### src/rtl/uer_pkg.sv
// uer_pkg: shared types and constants for the ultrasonic echo ranger
// phase and status codes, register indexes, field widths; no dependencies

package uer_pkg;

  localparam int TIMER_BITS_DEF = 16;

  localparam int IN_DATA_W  = 8;
  localparam int OUT_DATA_W = 16;
  localparam int CFG_ADDR_W = 5;
  localparam int CFG_DATA_W = 32;

  localparam int TRIG_W    = 8;
  localparam int TIMEOUT_W = 17;
  localparam int TPC_W     = 6;
  localparam int DIST_W    = 10;
  localparam int COOL_W    = 16;

  localparam logic [DIST_W-1:0] CM_SAT = 10'd1023;

  typedef enum logic [2:0] {
    PH_IDLE = 3'd0,
    PH_TRIG = 3'd1,
    PH_WAIT = 3'd2,
    PH_MEAS = 3'd3,
    PH_COOL = 3'd4
  } phase_t;

  typedef enum logic [1:0] {
    ST_OK       = 2'd0,
    ST_NOSENSOR = 2'd1,
    ST_RANGE    = 2'd2
  } status_t;

  typedef enum logic [2:0] {
    REG_TRIGGER  = 3'd0,
    REG_TIMEOUT  = 3'd1,
    REG_TPC      = 3'd2,
    REG_MAX_DIST = 3'd3,
    REG_COOLDOWN = 3'd4
  } reg_idx_t;

endpackage

### src/rtl/ultrasonic_echo_ranger_unit.sv
// ultrasonic_echo_ranger_unit: trigger, echo wait, echo width timing and cooldown
// one timer tick per request; depends on uer_pkg
//
//   channel  | direction | handshake           | payload
//   in_      | slave     | tvalid/tready       | tdata: start_req, echo
//   out_     | master     | tvalid/tready       | tdata: trigger, busy, done, status, distance
//   cfg_     | apb slave | psel/penable/pready | 5 registers at byte address 4*i
//
// one request per cycle while the output is not stalled, one result per request:
// the phase machine and counters advance once per accepted tick, the result
// lands in the output register. a stalled output holds in_tready low only
// while the output register is full and not taken. synchronous reset puts the
// registers at their defaults and the phase at idle; no clearing pass.

module ultrasonic_echo_ranger_unit #(
  parameter int TIMER_BITS = uer_pkg::TIMER_BITS_DEF
) (
  input  logic                           clk,
  input  logic                           rst_n,
  input  logic                           in_tvalid,
  output logic                           in_tready,
  // [0] start_req, [1] echo, [7:2] zero
  input  logic [uer_pkg::IN_DATA_W-1:0]  in_tdata,
  output logic                           out_tvalid,
  input  logic                           out_tready,
  // [0] trigger, [1] busy_res, [2] done_res, [4:3] status, [14:5] distance_cm, [15] zero
  output logic [uer_pkg::OUT_DATA_W-1:0] out_tdata,
  input  logic                           cfg_psel,
  input  logic                           cfg_penable,
  input  logic                           cfg_pwrite,
  input  logic [uer_pkg::CFG_ADDR_W-1:0] cfg_paddr,
  input  logic [uer_pkg::CFG_DATA_W-1:0] cfg_pwdata,
  output logic [uer_pkg::CFG_DATA_W-1:0] cfg_prdata,
  output logic                           cfg_pready
);
  import uer_pkg::*;

  localparam int CNT_W = (TIMER_BITS + 1 > COOL_W) ? TIMER_BITS + 1 : COOL_W;
  localparam int CMP_W = (TIMER_BITS + 1 > TIMEOUT_W) ? TIMER_BITS + 1 : TIMEOUT_W;

  // configuration registers
  logic [TRIG_W-1:0]    trigger_ticks_r;
  logic [TIMEOUT_W-1:0] timeout_ticks_r;
  logic [TPC_W-1:0]     ticks_per_cm_r;
  logic [DIST_W-1:0]    max_distance_r;
  logic [COOL_W-1:0]    cooldown_ticks_r;

  // measurement state
  phase_t            phase_r, phase_nxt;
  logic [CNT_W-1:0]  tick_r, tick_nxt;
  logic [TPC_W-1:0]  sub_r, sub_nxt;
  logic [DIST_W-1:0] cm_r, cm_nxt;

  logic                  out_valid_r;
  logic [OUT_DATA_W-1:0] out_data_r;

  logic              start, echo, in_acc, cfg_wr;
  logic [CMP_W-1:0]  tick_inc, tmo, cap, etick;
  logic [TRIG_W-1:0] tlen;
  logic [TPC_W-1:0]  per, esub_inc, esub;
  logic [DIST_W-1:0] ecm_base, ecm;
  logic              trig, busy, done;
  status_t           status;
  logic [DIST_W-1:0] dist_cm;

  assign start    = in_tdata[0];
  assign echo     = in_tdata[1];
  assign in_tready = !out_valid_r || out_tready;
  assign in_acc   = in_tvalid && in_tready;
  assign cfg_pready = 1'b1;
  assign cfg_wr   = cfg_psel && cfg_penable && cfg_pwrite && cfg_pready;

  always_ff @(posedge clk) begin
    if (!rst_n) begin
      trigger_ticks_r  <= TRIG_W'(7);
      timeout_ticks_r  <= TIMEOUT_W'(65536);
      ticks_per_cm_r   <= TPC_W'(36);
      max_distance_r   <= DIST_W'(200);
      cooldown_ticks_r <= COOL_W'(25000);
    end else if (cfg_wr) begin
      case (cfg_paddr[4:2])
        REG_TRIGGER:  trigger_ticks_r  <= cfg_pwdata[TRIG_W-1:0];
        REG_TIMEOUT:  timeout_ticks_r  <= cfg_pwdata[TIMEOUT_W-1:0];
        REG_TPC:      ticks_per_cm_r   <= cfg_pwdata[TPC_W-1:0];
        REG_MAX_DIST: max_distance_r   <= cfg_pwdata[DIST_W-1:0];
        REG_COOLDOWN: cooldown_ticks_r <= cfg_pwdata[COOL_W-1:0];
        default: ;
      endcase
    end
  end

  always_comb begin
    case (cfg_paddr[4:2])
      REG_TRIGGER:  cfg_prdata = CFG_DATA_W'(trigger_ticks_r);
      REG_TIMEOUT:  cfg_prdata = CFG_DATA_W'(timeout_ticks_r);
      REG_TPC:      cfg_prdata = CFG_DATA_W'(ticks_per_cm_r);
      REG_MAX_DIST: cfg_prdata = CFG_DATA_W'(max_distance_r);
      REG_COOLDOWN: cfg_prdata = CFG_DATA_W'(cooldown_ticks_r);
      default:      cfg_prdata = '0;
    endcase
  end

  // shared counting terms
  always_comb begin
    cap      = CMP_W'(1) << TIMER_BITS;
    tmo      = (CMP_W'(timeout_ticks_r) > cap) ? cap : CMP_W'(timeout_ticks_r);
    tlen     = (trigger_ticks_r == '0) ? TRIG_W'(1) : trigger_ticks_r;
    per      = (ticks_per_cm_r == '0) ? TPC_W'(1) : ticks_per_cm_r;
    tick_inc = CMP_W'(tick_r) + CMP_W'(1);
    // first echo-high tick restarts the counters
    etick    = (phase_r == PH_WAIT) ? CMP_W'(1) : tick_inc;
    esub_inc = ((phase_r == PH_WAIT) ? TPC_W'(0) : sub_r) + TPC_W'(1);
    ecm_base = (phase_r == PH_WAIT) ? DIST_W'(0) : cm_r;
    if (esub_inc >= per) begin
      esub = '0;
      ecm  = (ecm_base < CM_SAT) ? ecm_base + DIST_W'(1) : ecm_base;
    end else begin
      esub = esub_inc;
      ecm  = ecm_base;
    end
  end

  // next state
  always_comb begin
    phase_nxt = phase_r;
    tick_nxt  = tick_r;
    sub_nxt   = sub_r;
    cm_nxt    = cm_r;
    case (phase_r)
      PH_TRIG: begin
        if (tick_inc >= CMP_W'(tlen)) begin
          tick_nxt  = '0;
          phase_nxt = PH_WAIT;
        end else begin
          tick_nxt = CNT_W'(tick_inc);
        end
      end
      PH_WAIT, PH_MEAS: begin
        if (echo) begin
          phase_nxt = PH_MEAS;
          tick_nxt  = CNT_W'(etick);
          sub_nxt   = esub;
          cm_nxt    = ecm;
          if (etick >= tmo) begin
            tick_nxt  = '0;
            phase_nxt = (cooldown_ticks_r == '0) ? PH_IDLE : PH_COOL;
          end
        end else if (phase_r == PH_WAIT) begin
          tick_nxt = CNT_W'(tick_inc);
          if (tick_inc >= tmo) begin
            tick_nxt  = '0;
            phase_nxt = (cooldown_ticks_r == '0) ? PH_IDLE : PH_COOL;
          end
        end else begin
          tick_nxt  = '0;
          phase_nxt = (cooldown_ticks_r == '0) ? PH_IDLE : PH_COOL;
        end
      end
      PH_COOL: begin
        if (tick_inc >= CMP_W'(cooldown_ticks_r)) begin
          tick_nxt  = '0;
          phase_nxt = PH_IDLE;
        end else begin
          tick_nxt = CNT_W'(tick_inc);
        end
      end
      default: begin
        phase_nxt = PH_IDLE;
        if (start) begin
          if (tlen == TRIG_W'(1)) begin
            tick_nxt  = '0;
            phase_nxt = PH_WAIT;
          end else begin
            tick_nxt  = CNT_W'(1);
            phase_nxt = PH_TRIG;
          end
        end
      end
    endcase
  end

  // result fields
  always_comb begin
    trig    = 1'b0;
    busy    = 1'b1;
    done    = 1'b0;
    status  = ST_OK;
    dist_cm = '0;
    case (phase_r)
      PH_TRIG: trig = 1'b1;
      PH_WAIT, PH_MEAS: begin
        if (echo) begin
          if (etick >= tmo) begin
            done   = 1'b1;
            status = ST_RANGE;
          end
        end else if (phase_r == PH_WAIT) begin
          if (tick_inc >= tmo) begin
            done   = 1'b1;
            status = ST_NOSENSOR;
          end
        end else begin
          done = 1'b1;
          if (cm_r > max_distance_r) begin
            status = ST_RANGE;
          end else begin
            dist_cm = cm_r;
          end
        end
      end
      PH_COOL: ;
      default: begin
        busy = start;
        trig = start;
      end
    endcase
  end

  always_ff @(posedge clk) begin
    if (!rst_n) begin
      phase_r     <= PH_IDLE;
      tick_r      <= '0;
      sub_r       <= '0;
      cm_r        <= '0;
      out_valid_r <= 1'b0;
    end else begin
      if (in_acc) begin
        phase_r     <= phase_nxt;
        tick_r      <= tick_nxt;
        sub_r       <= sub_nxt;
        cm_r        <= cm_nxt;
        out_valid_r <= 1'b1;
      end else if (out_tready) begin
        out_valid_r <= 1'b0;
      end
    end
  end

  always_ff @(posedge clk) begin
    if (in_acc) begin
      out_data_r <= {1'b0, dist_cm, status, done, busy, trig};
    end
  end

  assign out_tvalid = out_valid_r;
  assign out_tdata  = out_data_r;

endmodule

### config.mk
export PLATFORM = sky130hd
export DESIGN_NAME = ultrasonic_echo_ranger_unit
export DESIGN_NICKNAME = d
export VERILOG_FILES = /design/src/rtl/uer_pkg.sv /design/src/rtl/ultrasonic_echo_ranger_unit.sv
export SDC_FILE = /design/constraint.sdc
export NUM_CORES = 1
export LEC_CHECK = 0
export ABC_CLOCK_PERIOD_IN_PS = 4200
export BUFFER_PORTS_ARGS = -buffer_cell sky130_fd_sc_hd__buf_2
export CORE_MARGIN = 2
export CORE_UTILIZATION = 59
export CTS_BUF_LIST = sky130_fd_sc_hd__clkbuf_16
export DETAILED_ROUTE_END_ITERATION = 12
export PLACE_DENSITY_LB_ADDON = 0.08
export SYNTH_ARGS = -nofsm -noshare
export SYNTH_HDL_FRONTEND = slang
export SYNTH_SLANG_ARGS = --single-unit
### constraint.sdc
create_clock -name clk -period 4.2 [get_ports clk]
set_input_delay 0.21 -clock clk [delete_from_list [all_inputs] [get_ports clk]]
set_output_delay 0.21 -clock clk [all_outputs]
set_load 0.005 [all_outputs]
==> metrics.md <==
| Metric | Value |
|---|---|
| Outcome | completed |
| Crit path max fanout | 14 |
| RD Place Congestion | 0.938 |
| GR met2 Demand/Resource | 48.2% |
| Max-cap violations | 0 |
| Root buf cell | clkbuf_16 |
| Area of the mapped netlist | just over 7000 um2 |
| Req. time, crit path | between 4 and 5 ns |
| Yosys reg bits | 109 |
| Global-route wire length before repair | approximately 32000 um |
| DR iter-0 viols | between 500 and 600 |
| Family with the most delay on the worst path | simple AND/OR/NAND/NOR gates |
| Worst slack, placed | around 0.19 ns |
| Fin nets | 1109 |
| Crit path depth | 16 |
| Grt met3 use | 4.85% |
| # H-tree levels | 3 |
| Gr ovfl total | 0 |
| GRT Overall Usage | 30.4% |
| Placed cell count | approximately 1100 |
| Fmax | 254 MHz |
| Setup crit end kind | flop |
| Leakage | between 3 and 4 nW |
| Skew-Pair Late Insertion Delay | around 0.37 ns |
| Most frequent CP cell | o21ai_0 |
| Total Routed Length | approximately 20000 um |
| Post-layout minimum cycle time | slightly below 4 ns |
| Main flop type after synthesis | dfxtp_1 |
| Cells along the critical path | ha_2, nand4_2, buf_4, o21ai_0, and2_1, inv_1, ha_1, nand4_1, nor4_1, o221ai_1, o2111ai_1, nor3_1, or2_2, o21bai_2, buf_12, o21ai_0 |
| Antenna violations before repair | 0 |
| Drt drc | 0 |
| DRT Pass-1 Iters | 5 |
| Post-Layout Inst Area | around 8000 um2 |
| Hold Path Depth | 3 |
| Vias per inst | 6.05 |
| Half-perimeter wire length after placement | approximately 15000 um |
| WS Path Type | reg -> reg |
| Synth-to-layout area growth | 10.3% |
| Largest net degree at the start of global routing | 58 |
| DP Area | around 7700 um2 |
| Warnings, synthesis | 0 |
| P per Cell Area | a little under 300 nW/um2 |
| Antenna viol nets, final | 0 |
| Non-Filler Instances | 1132 |
| Chip width | 115 um |
| Post-synth EDFFs | 15 |
| WL/cell | ~17 um |
| Syn avg cell area | ~7.8 um2 |
| Ant. Diodes | 0 |
| Via count | 6846 |
| CTS Buf Count | 9 |
| HP Class | in -> reg |
| CP Buf/Inv Count | 3 |
| VDD IR max | ~250 uV |
| Setup ws final | ~0.27 ns |
| Cell count after synthesis | approximately 930 |
| Die Span Y | roughly 120 um |
| CP Launch Type | flop |
| Setup violations, final | 0 |
| Floorplan row count | 40 |
| Final period utilization | between 90 and 100% |
| Actual slew at the worst max-slew pin | ~1.2 ns |
| Setup Skew | about 0.012 ns |
| Tot Pwr | 2.36 mW |
| R2R cell count | 16 |
| Core Region | 12000 um2 |
| Clock Sink Count | about 110 |
| Share of cells above drive strength 1 | between 10% and 20% |
| Reg clk slew, reported paths | ~0.08 ns |
| Async SR Flop Fraction | 0% |
| Vias in the first global route | 6357 |
| Critical-path top delay cell | dfxtp_1 |
| Final count of pins violating max slew | 0 |
| Total Die Area | about 13000 um2 |
| CTS tree | done |
| Grt peak-use layer | met2 |
| Port Buffer Count | 62 |
| Clock Path Buffers | 2 |
| Num ports | around 100 |
| Hold bufs inserted after CTS | 0 |
| Met1 Usage GRT | 43.1% |
| Initial Utilization | 60.6% |
| Hold Fails Final Rpt | 0 |
| Post-synthesis sequential area ratio | 32.1% |
| Core Util, Final | 66.8% |
| Arrival @ worst endpoint | ~4.2 ns |
| Synth cell types | 62 |
| Slew HR | between 10% and 20% |
| Worst stage delay on the critical path | roughly 0.40 ns |
## stage by stage
step	setup TNS (ns)	hold WS (ns)
2_1_floorplan	0	0.334
3_3_place_gp	0	0.452
3_5_place_dp	0	0.453
4_1_cts	0	0.0734
5_1_grt	-0.0282	0.0895
6_report	0	0.0729
## worst min-delay path: stages
cell      delay, ns
buf_2          0.08
nand2_1        0.04
o211ai_1       0.07
## synth_stat cells, types with 4 or more instances
cell type	n	area [um2]
dfxtp_1	94	1880
nand4_1	15	93.8
a21o_1	11	82.6
a211oi_1	4	30.0
o211ai_1	14	105
o22ai_1	7	43.8
o21ai_2	9	78.8
xor2_1	9	78.8
buf_4	17	128
a31oi_1	4	25.0
a22oi_1	21	158
nor4_1	20	125
a211o_1	4	35.0
nand3_1	37	185
inv_1	64	240
a21oi_1	78	390
nor3_1	11	55.1
o21ai_0	24	120
edfxtp_1	15	450
nand2b_1	8	50.1
o221ai_1	4	35.0
mux2i_1	10	100
nor2b_1	6	37.5
o21a_1	5	37.5
clkbuf_1	33	124
xnor2_1	12	105
and2_1	22	138
nor2_1	56	210
or2_2	8	50.1
ha_1	77	963
nand2_1	180	676
buf_2	4	20.0
and3_1	8	50.1
## state kept, by name, summed over array words and instances, names as in the netlist
name / count
cm_r: 10
phase_r: 3
out_tdata: 15
tick_r: 17
sub_r: 6
max_distance_r: 10
ticks_per_cm_r: 6
timeout_ticks_r: 17
out_tvalid: 1
trigger_ticks_r: 8
cooldown_ticks_r: 16
## report_power, final
group	internal, mW	switching, mW
combinational	0.111	0.201
clock	0.516	0.438
sequential	1.08	0.0178
## cell families (layout without fill, tap and decap cells)
logic type | after synthesis | in the layout | share of synthesized area, %
xor gates and xnor gates | 22 | 22 | 2.75
adders and majority gates | 78 | 78 | 13.4
AOI/OAI and AO/OA | 203 | 203 | 17.9
and+or+nand+nor | 386 | 386 | 25.0
DFF | 109 | 109 | 32.1
muxes | 11 | 11 | 1.53
other | 2 | 17 | 0.103
buffers and inverters | 121 | 159 | 7.29
## path summary, 6_finish.rpt
check / start / end / slack, ns
worst max-delay path: tick_r[1] / tick_r[3] / 0.27
worst min-delay path: cfg_pwdata[16] / timeout_ticks_r[16] / 0.07
worst max register to register: tick_r[1] / tick_r[3] / 0.27
worst min register to register: tick_r[16] / tick_r[16] / 0.47
## repair_timing
item                                    in CTS  in global routing
setup buffers                                0                  1
hold endpoints to repair                     0                  0
resized for setup                            0                  4
endpoints found under the setup margin       0                 19
## routing by layer
layer  routed length (um)  part of all wire [%]
met1                 8940                    46
met2                 8800                    45
met3                 1530                   7.8
met4                  348                   1.8
met5                    0                     0
## layout by cell type, fill, tap and decap left out, types with 4 or more instances in the layout
master,count
xnor2_1,11
xor2_1,9
o21ai_2,9
nand4_1,15
dfxtp_1,94
a21o_1,11
and2_1,22
a211oi_1,4
a21oi_1,78
o22ai_1,7
o21a_1,5
o21ai_0,24
nor2b_1,5
a211o_1,4
mux2i_1,10
nand2_1,180
nand3_1,37
buf_4,15
and3_1,8
nor3_1,11
nor4_1,20
clkbuf_16,10
nor2_1,56
edfxtp_1,15
conb_1,17
or2_2,8
ha_1,76
nand2b_1,8
o211ai_1,14
buf_2,62
inv_1,64
o221ai_1,4
a22oi_1,21
## layout make-up
cell class              count  area [um2]
well taps                 147         184
repair buffers             78         443
flip-flops and latches    109        2330
inverters                  65         244
clock inverters             6        81.3
multi-input cells         717        4490
fillers                  1049        3990
clock buffers              10         250
Power figures use the tool's default switching activity.
